**src/hdl/ves_pkg.sv**
```systemverilog
// Shared types and constants for the vector exponential smoothing unit.
// No dependencies; imported by ves_ctrl, ves_dp and the top level.
package ves_pkg;

  // Samples per transaction (one input port and one output port each).
  localparam int LANES     = 8;
  localparam int LANE_W    = $clog2(LANES);

  // Q1.15 weight format.
  localparam int WEIGHT_W  = 16;
  localparam int FRAC_BITS = 15;
  localparam logic [WEIGHT_W-1:0] WEIGHT_ONE = 16'h8000;
  localparam logic [WEIGHT_W-1:0] WEIGHT_RST = 16'h1000;

  // Configuration register indexes.
  typedef enum logic [0:0] {
    REG_SMOOTHING_WEIGHT = 1'b0,
    REG_START_LEVEL      = 1'b1
  } ves_reg_e;

  // Controller states, one-hot.
  typedef enum logic [2:0] {
    ST_IDLE = 3'b001,
    ST_CALC = 3'b010,
    ST_DONE = 3'b100
  } ves_state_e;

  // Controller -> datapath commands.
  typedef struct packed {
    logic load;  // capture input transaction
    logic step;  // filter one lane
    logic xfer;  // move finished results to output register
  } ves_cmd_t;

  // Datapath -> controller status.
  typedef struct packed {
    logic out_free;  // output register empty or being taken this cycle
  } ves_status_t;

endpackage : ves_pkg

```
**src/hdl/ves_ctrl.sv**
```systemverilog
// Sequencing controller for the vector exponential smoothing unit.
// Depends on ves_pkg (state enum, command and status structs).
module ves_ctrl (
  input  logic                  clk_i,
  input  logic                  rst_ni,
  input  logic                  in_valid_i,
  output logic                  in_stall_o,
  input  ves_pkg::ves_status_t  status_i,
  output ves_pkg::ves_cmd_t     cmd_o
);
  import ves_pkg::*;

  ves_state_e        state_q, state_d;
  logic [LANE_W-1:0] lane_q, lane_d;
  logic              last_lane;
  logic              accept;

  assign last_lane  = (lane_q == LANE_W'(LANES - 1));
  // ready in idle, or in the cycle the finished results leave
  assign in_stall_o = !((state_q == ST_IDLE) ||
                        ((state_q == ST_DONE) && status_i.out_free));
  assign accept     = in_valid_i && !in_stall_o;

  assign cmd_o.load = accept;
  assign cmd_o.step = (state_q == ST_CALC);
  assign cmd_o.xfer = (state_q == ST_DONE) && status_i.out_free;

  always_comb begin
    state_d = state_q;
    lane_d  = lane_q;
    case (state_q)
      ST_IDLE: begin
        if (accept) begin
          state_d = ST_CALC;
        end
      end
      ST_CALC: begin
        if (last_lane) begin
          lane_d  = '0;
          state_d = ST_DONE;
        end else begin
          lane_d  = lane_q + LANE_W'(1);
        end
      end
      ST_DONE: begin
        if (status_i.out_free) begin
          state_d = accept ? ST_CALC : ST_IDLE;
        end
      end
      default: begin
        state_d = ST_IDLE;
        lane_d  = '0;
      end
    endcase
  end

  always_ff @(posedge clk_i or negedge rst_ni) begin
    if (!rst_ni) begin
      state_q <= ST_IDLE;
      lane_q  <= '0;
    end else begin
      state_q <= state_d;
      lane_q  <= lane_d;
    end
  end

  // a new transaction always starts at lane zero
  assert property (@(posedge clk_i) disable iff (!rst_ni)
    cmd_o.load |=> (state_q == ST_CALC) && (lane_q == '0))
    else $error("ves_ctrl: load did not start at lane zero");

  // results never leave while lanes are still being filtered
  assert property (@(posedge clk_i) disable iff (!rst_ni)
    !(cmd_o.step && cmd_o.xfer))
    else $error("ves_ctrl: step and transfer overlap");

endmodule : ves_ctrl

```
**src/hdl/ves_dp.sv**
```systemverilog
// Datapath of the vector exponential smoothing unit: config registers,
// lane shift registers, one shared multiply-add and the output register.
// Depends on ves_pkg.
module ves_dp #(
  parameter int SAMPLE_BITS = 16,
  localparam int CfgW = (SAMPLE_BITS > ves_pkg::WEIGHT_W) ? SAMPLE_BITS
                                                          : ves_pkg::WEIGHT_W
) (
  input  logic                          clk_i,
  input  logic                          rst_ni,
  input  ves_pkg::ves_cmd_t             cmd_i,
  output ves_pkg::ves_status_t          status_o,
  input  logic                          cfg_we_i,
  input  ves_pkg::ves_reg_e             cfg_index_i,
  input  logic [CfgW-1:0]               cfg_data_i,
  input  logic                          restart_i,
  input  logic signed [SAMPLE_BITS-1:0] sample_i [ves_pkg::LANES],
  output logic signed [SAMPLE_BITS-1:0] out_o    [ves_pkg::LANES],
  output logic                          out_valid_o,
  input  logic                          out_stall_i
);
  import ves_pkg::*;

  localparam int DiffW = SAMPLE_BITS + 1;
  localparam int AccW  = SAMPLE_BITS + WEIGHT_W + 2;

  logic        [WEIGHT_W-1:0]    weight_q;
  logic signed [SAMPLE_BITS-1:0] start_q;
  logic signed [SAMPLE_BITS-1:0] y_q, y_d;
  logic signed [SAMPLE_BITS-1:0] x_q   [LANES];
  logic signed [SAMPLE_BITS-1:0] res_q [LANES];
  logic signed [SAMPLE_BITS-1:0] out_q [LANES];
  logic                          out_valid_q;

  logic [WEIGHT_W-1:0]    weight_sat;
  logic [WEIGHT_W-1:0]    in_gain;
  logic signed [DiffW-1:0] diff;
  logic signed [AccW-1:0]  prod;
  logic signed [AccW-1:0]  acc;

  // w*y + (1-w)*x == y + (1-w)*(x-y): one multiplier per lane step
  assign weight_sat = (weight_q > WEIGHT_ONE) ? WEIGHT_ONE : weight_q;
  assign in_gain    = WEIGHT_ONE - weight_sat;
  assign diff       = DiffW'(x_q[0]) - DiffW'(y_q);
  assign prod       = $signed({1'b0, in_gain}) * diff;
  assign acc        = $signed({{(AccW - SAMPLE_BITS - FRAC_BITS){y_q[SAMPLE_BITS-1]}},
                                y_q, {FRAC_BITS{1'b0}}})
                      + prod + AccW'(1 << (FRAC_BITS - 1));
  // floor shift; result is a convex mix, so the slice never overflows
  assign y_d        = acc[FRAC_BITS +: SAMPLE_BITS];

  assign status_o.out_free = !out_valid_q || !out_stall_i;

  // configuration
  always_ff @(posedge clk_i or negedge rst_ni) begin
    if (!rst_ni) begin
      weight_q <= WEIGHT_RST;
      start_q  <= '0;
    end else if (cfg_we_i) begin
      case (cfg_index_i)
        REG_SMOOTHING_WEIGHT: weight_q <= cfg_data_i[WEIGHT_W-1:0];
        REG_START_LEVEL:      start_q  <= cfg_data_i[SAMPLE_BITS-1:0];
        default: ;
      endcase
    end
  end

  // filter state: last output of the previous transaction
  always_ff @(posedge clk_i or negedge rst_ni) begin
    if (!rst_ni) begin
      y_q <= '0;
    end else if (cmd_i.load) begin
      if (restart_i) begin
        y_q <= start_q;
      end
    end else if (cmd_i.step) begin
      y_q <= y_d;
    end
  end

  // lane shift registers: inputs drain from the bottom, results fill from the top
  always_ff @(posedge clk_i) begin
    if (cmd_i.load) begin
      for (int k = 0; k < LANES; k++) begin
        x_q[k] <= sample_i[k];
      end
    end else if (cmd_i.step) begin
      for (int k = 0; k < LANES - 1; k++) begin
        x_q[k] <= x_q[k+1];
      end
    end
    if (cmd_i.step) begin
      for (int k = 0; k < LANES - 1; k++) begin
        res_q[k] <= res_q[k+1];
      end
      res_q[LANES-1] <= y_d;
    end
    if (cmd_i.xfer) begin
      for (int k = 0; k < LANES; k++) begin
        out_q[k] <= res_q[k];
      end
    end
  end

  always_ff @(posedge clk_i or negedge rst_ni) begin
    if (!rst_ni) begin
      out_valid_q <= 1'b0;
    end else if (cmd_i.xfer) begin
      out_valid_q <= 1'b1;
    end else if (!out_stall_i) begin
      out_valid_q <= 1'b0;
    end
  end

  assign out_o       = out_q;
  assign out_valid_o = out_valid_q;

  // a pending result is never overwritten
  assert property (@(posedge clk_i) disable iff (!rst_ni)
    cmd_i.xfer |-> !(out_valid_q && out_stall_i))
    else $error("ves_dp: output register overwritten while stalled");

  // restart seeds the recurrence from the start level
  assert property (@(posedge clk_i) disable iff (!rst_ni)
    (cmd_i.load && restart_i) |=> (y_q == $past(start_q)))
    else $error("ves_dp: restart did not load start level");

endmodule : ves_dp

```
**src/hdl/vector_exponential_smoothing_unit.sv**
```systemverilog
// Top level of the vector exponential smoothing unit.
// Depends on ves_pkg, ves_ctrl and ves_dp.

// First-order exponential smoothing (EMA) over transactions of eight signed
// samples. Lane j gives y_j = (w*y_{j-1} + (32768-w)*x_j + 16384) >>> 15, with
// w the Q1.15 smoothing weight (values above 32768 act as 32768) and y_{-1}
// either the last output of the previous transaction or start_level when
// restart is set. The lanes form a recurrence, so one shared multiply-add
// handles one lane per cycle: a transaction is filtered lane by lane, then
// moves into the output register, and the next input transaction can be
// taken in that same cycle. The output register decouples the two sides:
// a new input is accepted while the previous result still waits. Config
// writes (index 0 weight, 1 start level) take effect at the next edge and
// are meant for idle periods only. Reset: weight 4096 (0.125), start level 0,
// last output 0.
module vector_exponential_smoothing_unit #(
  parameter int SAMPLE_BITS = 16,
  localparam int CfgW = (SAMPLE_BITS > ves_pkg::WEIGHT_W) ? SAMPLE_BITS
                                                          : ves_pkg::WEIGHT_W
) (
  input  logic                          clk_i,
  input  logic                          rst_ni,
  // configuration
  input  logic                          cfg_we_i,
  input  ves_pkg::ves_reg_e             cfg_index_i,
  input  logic [CfgW-1:0]               cfg_data_i,
  // input channel
  input  logic                          in_valid_i,
  output logic                          in_stall_o,
  input  logic                          restart_i,
  input  logic signed [SAMPLE_BITS-1:0] sample_0_i,
  input  logic signed [SAMPLE_BITS-1:0] sample_1_i,
  input  logic signed [SAMPLE_BITS-1:0] sample_2_i,
  input  logic signed [SAMPLE_BITS-1:0] sample_3_i,
  input  logic signed [SAMPLE_BITS-1:0] sample_4_i,
  input  logic signed [SAMPLE_BITS-1:0] sample_5_i,
  input  logic signed [SAMPLE_BITS-1:0] sample_6_i,
  input  logic signed [SAMPLE_BITS-1:0] sample_7_i,
  // output channel
  output logic                          out_valid_o,
  input  logic                          out_stall_i,
  output logic signed [SAMPLE_BITS-1:0] out_0_o,
  output logic signed [SAMPLE_BITS-1:0] out_1_o,
  output logic signed [SAMPLE_BITS-1:0] out_2_o,
  output logic signed [SAMPLE_BITS-1:0] out_3_o,
  output logic signed [SAMPLE_BITS-1:0] out_4_o,
  output logic signed [SAMPLE_BITS-1:0] out_5_o,
  output logic signed [SAMPLE_BITS-1:0] out_6_o,
  output logic signed [SAMPLE_BITS-1:0] out_7_o
);
  import ves_pkg::*;

  ves_cmd_t                      cmd;
  ves_status_t                   status;
  logic signed [SAMPLE_BITS-1:0] samples [LANES];
  logic signed [SAMPLE_BITS-1:0] outs    [LANES];

  // oldest sample in lane zero
  assign samples[0] = sample_0_i;
  assign samples[1] = sample_1_i;
  assign samples[2] = sample_2_i;
  assign samples[3] = sample_3_i;
  assign samples[4] = sample_4_i;
  assign samples[5] = sample_5_i;
  assign samples[6] = sample_6_i;
  assign samples[7] = sample_7_i;

  assign out_0_o = outs[0];
  assign out_1_o = outs[1];
  assign out_2_o = outs[2];
  assign out_3_o = outs[3];
  assign out_4_o = outs[4];
  assign out_5_o = outs[5];
  assign out_6_o = outs[6];
  assign out_7_o = outs[7];

  // sequencer: idle / filter lanes / hand off to output register
  ves_ctrl u_ctrl (
    .clk_i      (clk_i),
    .rst_ni     (rst_ni),
    .in_valid_i (in_valid_i),
    .in_stall_o (in_stall_o),
    .status_i   (status),
    .cmd_o      (cmd)
  );

  // config registers, lane registers, multiply-add, output register
  ves_dp #(
    .SAMPLE_BITS (SAMPLE_BITS)
  ) u_dp (
    .clk_i       (clk_i),
    .rst_ni      (rst_ni),
    .cmd_i       (cmd),
    .status_o    (status),
    .cfg_we_i    (cfg_we_i),
    .cfg_index_i (cfg_index_i),
    .cfg_data_i  (cfg_data_i),
    .restart_i   (restart_i),
    .sample_i    (samples),
    .out_o       (outs),
    .out_valid_o (out_valid_o),
    .out_stall_i (out_stall_i)
  );

endmodule : vector_exponential_smoothing_unit

```
**config.mk**
```make
export PLATFORM = sky130hd
export DESIGN_NAME = vector_exponential_smoothing_unit
export DESIGN_NICKNAME = d
export VERILOG_FILES = /design/src/hdl/ves_pkg.sv /design/src/hdl/ves_ctrl.sv /design/src/hdl/ves_dp.sv /design/src/hdl/vector_exponential_smoothing_unit.sv
export SDC_FILE = /design/constraint.sdc
export NUM_CORES = 1
export LEC_CHECK = 0
export BUFFER_PORTS_ARGS = -buffer_cell sky130_fd_sc_hd__buf_4
export CORE_UTILIZATION = 64
export DETAILED_ROUTE_END_ITERATION = 16
export GPL_ROUTABILITY_DRIVEN = 0
export PLACE_DENSITY_LB_ADDON = 0.3
export SLEW_MARGIN = 20
export SYNTH_ARGS = -nofsm -noshare
export SYNTH_HDL_FRONTEND = slang
export SYNTH_SLANG_ARGS = --single-unit
```
**constraint.sdc**
```tcl
create_clock -name clk_i -period 16.36 [get_ports clk_i]
set_clock_uncertainty 0.2 [all_clocks]
set_input_delay 2.454 -clock clk_i [delete_from_list [all_inputs] [get_ports clk_i]]
set_output_delay 2.454 -clock clk_i [all_outputs]
set_load 0.01 [all_outputs]
```
==> metrics <==
status=completed; relative slew slack=27.1%; placed cell count=approximately 2.9k; height of the die=between 200 and 250 um; Final Non-Filler Cells=2938; Tightest Pin Transition=1.09 ns; Final min period=roughly 9.7 ns; top cells by area, synth=edfxtp_1 (46%), fa_1 (18%), ha_1 (6.5%); cell taking the most area after synthesis=edfxtp_1; site row count=between 70 and 80; Post-Syn Area per Cell=approximately 12 sq um; Hold WC Path Type=reg -> reg; layout cell share with drive strength beyond 1=between 10% and 20%; Post-synth EDFFs=~380; GRT Total Usage=between 30% and 40%; Max Cap Viol=0; part of the Yosys area used for sequential elements=between 50% and 60%; htree depth=2; TritonCTS Buffers=42; Main synth FF type=edfxtp_1; Synth Register Bits=439; P&R area growth vs syn=16.3%; ANT nets after route=0; wire per inst=roughly 21 um; global-route wire length before repair=around 96000 um; initial antenna violation count=3; final-report hold violation count=0; detailed placement HPWL=44400 um; Req. time, crit path=~16 ns; Final setup viols=0; Max Slew Vio Count=0; Synth top area share=a little under half; Post-CTS Hold Fix Bufs=0; CP Depth=28; Post-CTS Setup Bufs=0; Synthesized Nets=around 2.6k; clock latency on the worst-skew pair=0.56 ns; largest net degree at the start of global routing=between 100 and 150; Initial Util=roughly two thirds; I/O pins=about 280; CTS root buffer=clkbuf_16; WP data arrival=9.82 ns; total number of yosys warnings=0; RSZ-0062 raised after global routing=false; Syn Inst Count=approximately 2.1k; # port buffers=280; CP Buf/Inv Count=6; Die X-Extent=201 um; CTS Sinks=439; Max Fclk=about 0.10 GHz; Die ar.=between 40000 and 50000 sq um; commonest non-fill, non-tap cell in the layout=nand2_1; Max FO, Critical Path=7; Filler Cell Count=about 2.3k; Mapped Area=approximately 25000 sq um; Setup TNS Final=0 ns; CORE AREA=slightly below 40000 sq um; Final #Nets=between 2k and 3k; vias post-DR=~17k; R2R cell count=28; hold path depth=0; asr flop ratio synth=12.5%; Final WS setup=approximately 6.7 ns; Setup crit start kind=register; Worst-path clk slew=roughly 0.070 ns; CTS tree=built; Slowest Stage Delay on Critical Path=approximately 0.89 ns; drt drc=0; slowest stage cell, crit path=nor4_1; final period utilization=between 50% and 60%; most frequent cells in the layout=nand2_1 (423), edfxtp_1 (384), inv_1 (317); WS Path Type=reg -> reg; Remaining Overflow, GRT=0; Vias/cell=roughly 5.7; wirelength, routed=61300 um; DR pass1 iterations=7; CP top delay family=adder cells; synth unique cells=65; Iteration-0 DRC Markers=1384; vias in the first global route=~18k; pre-CTS setup slack=approximately 7 ns; Gates resized, CTS repair=0; Crit. End Element=register; Clock Tree Buf Depth=3
[worst reg2reg max path, delay by kind of cell (launching register included)]
kind            cells  cell delay, ns
buf+inv             6            0.38
xor+xnor            2            1.07
flops               1            0.48
fa+ha+maj           8            3.84
simple gates        6            1.78
compound gates      6            1.74
[layout make-up]
class / count / area, sq um / share of cell area [%]
repair buffers: 297 / 2230 / 7.60
clock buffers: 57 / 1180 / 4.01
clock inverters: 21 / 238 / 0.809
well taps: 518 / 648 / 2.21
multi-input cells: 1285 / 11000 / 37.3
flip-flops and latches: 439 / 12900 / 43.9
inverters: 320 / 1210 / 4.11
diodes: 1 / 2.50 / 0.00852
[layer usage]
metal	part of all wire (%)	track usage [%]	wire length, um
met3	9.6	8.33	5910
met4	4.8	13.6	2950
met5	0.036	0	22
met2	50	53.0	30600
met1	36	37.5	21800
[registers in the layout, indices dropped and copies added (netlist names)]
register          flops
u_ctrl.lane_q         3
u_ctrl.state_q        3
u_dp.out_o          128
u_dp.out_valid_o      1
u_dp.res_q          128
u_dp.start_q         16
u_dp.weight_q        16
u_dp.x_q            128
u_dp.y_q             16
[final timing paths]
path	from	end	slack (ns)
max	u_dp.y_q[2]$_DFFE_PN0P_	u_dp.res_q[7][15]$_DFFE_PP_	6.67
min	u_dp.res_q[0][10]$_DFFE_PP_	u_dp.out_o[122]$_DFFE_PP_	0.23
max reg2reg	u_dp.y_q[2]$_DFFE_PN0P_	u_dp.res_q[7][15]$_DFFE_PP_	6.67
min reg2reg	u_dp.res_q[0][10]$_DFFE_PP_	u_dp.out_o[122]$_DFFE_PP_	0.23
max in group asynchronous	rst_ni	u_dp.start_q[2]$_DFFE_PN0P_	13.65
min in group asynchronous	rst_ni	u_dp.out_valid_o$_DFFE_PN0P_	1.77
[cell families (layout without fill, tap and decap cells)]
family	Yosys count	count (layout)	synth area share, %
and+or+nand+nor	697	697	11.5
DFF	439	439	51.1
buffers and inverters	379	695	5.64
adders and majority gates	357	357	24.4
AOI/OAI and AO/OA	126	126	3.21
muxes	58	58	2.54
xor gates and xnor gates	47	47	1.68
other	0	1	0
[per-stage QoR]
stage          cell area, sq um  hold WS, ns  util, %
2_1_floorplan             25300        0.200        -
6_report                  29400        0.225     75.7
3_3_place_gp              28000        0.202     72.0
4_1_cts                   29400        0.224     75.6
3_5_place_dp              28000        0.205     72.0
5_1_grt                   29400        0.227     75.7
[cells in the mapped netlist, types with 4 or more instances]
cell type and number:
o31ai_1 4, nor3_1 9, o22a_1 4, fa_1 225, inv_1 318, dfrtp_1 53
mux2i_1 9, clkbuf_1 53, edfxtp_1 384, xor2_1 16, nand2_1 424, o21ai_0 29
xnor2_1 30, a211oi_1 5, nor2b_1 10, nand3_1 11, ha_1 132, mux2_2 49
nor2_1 171, o21ai_1 4, a21oi_1 38, and2_1 11, nor4_1 6, buf_1 5
o21a_1 8, a21o_1 7, or2_2 7, nand2b_1 23
Power is left out: the tool's default activity adds up to more than one toggle a clock period on the data nets, which glitch-free logic cannot reach.
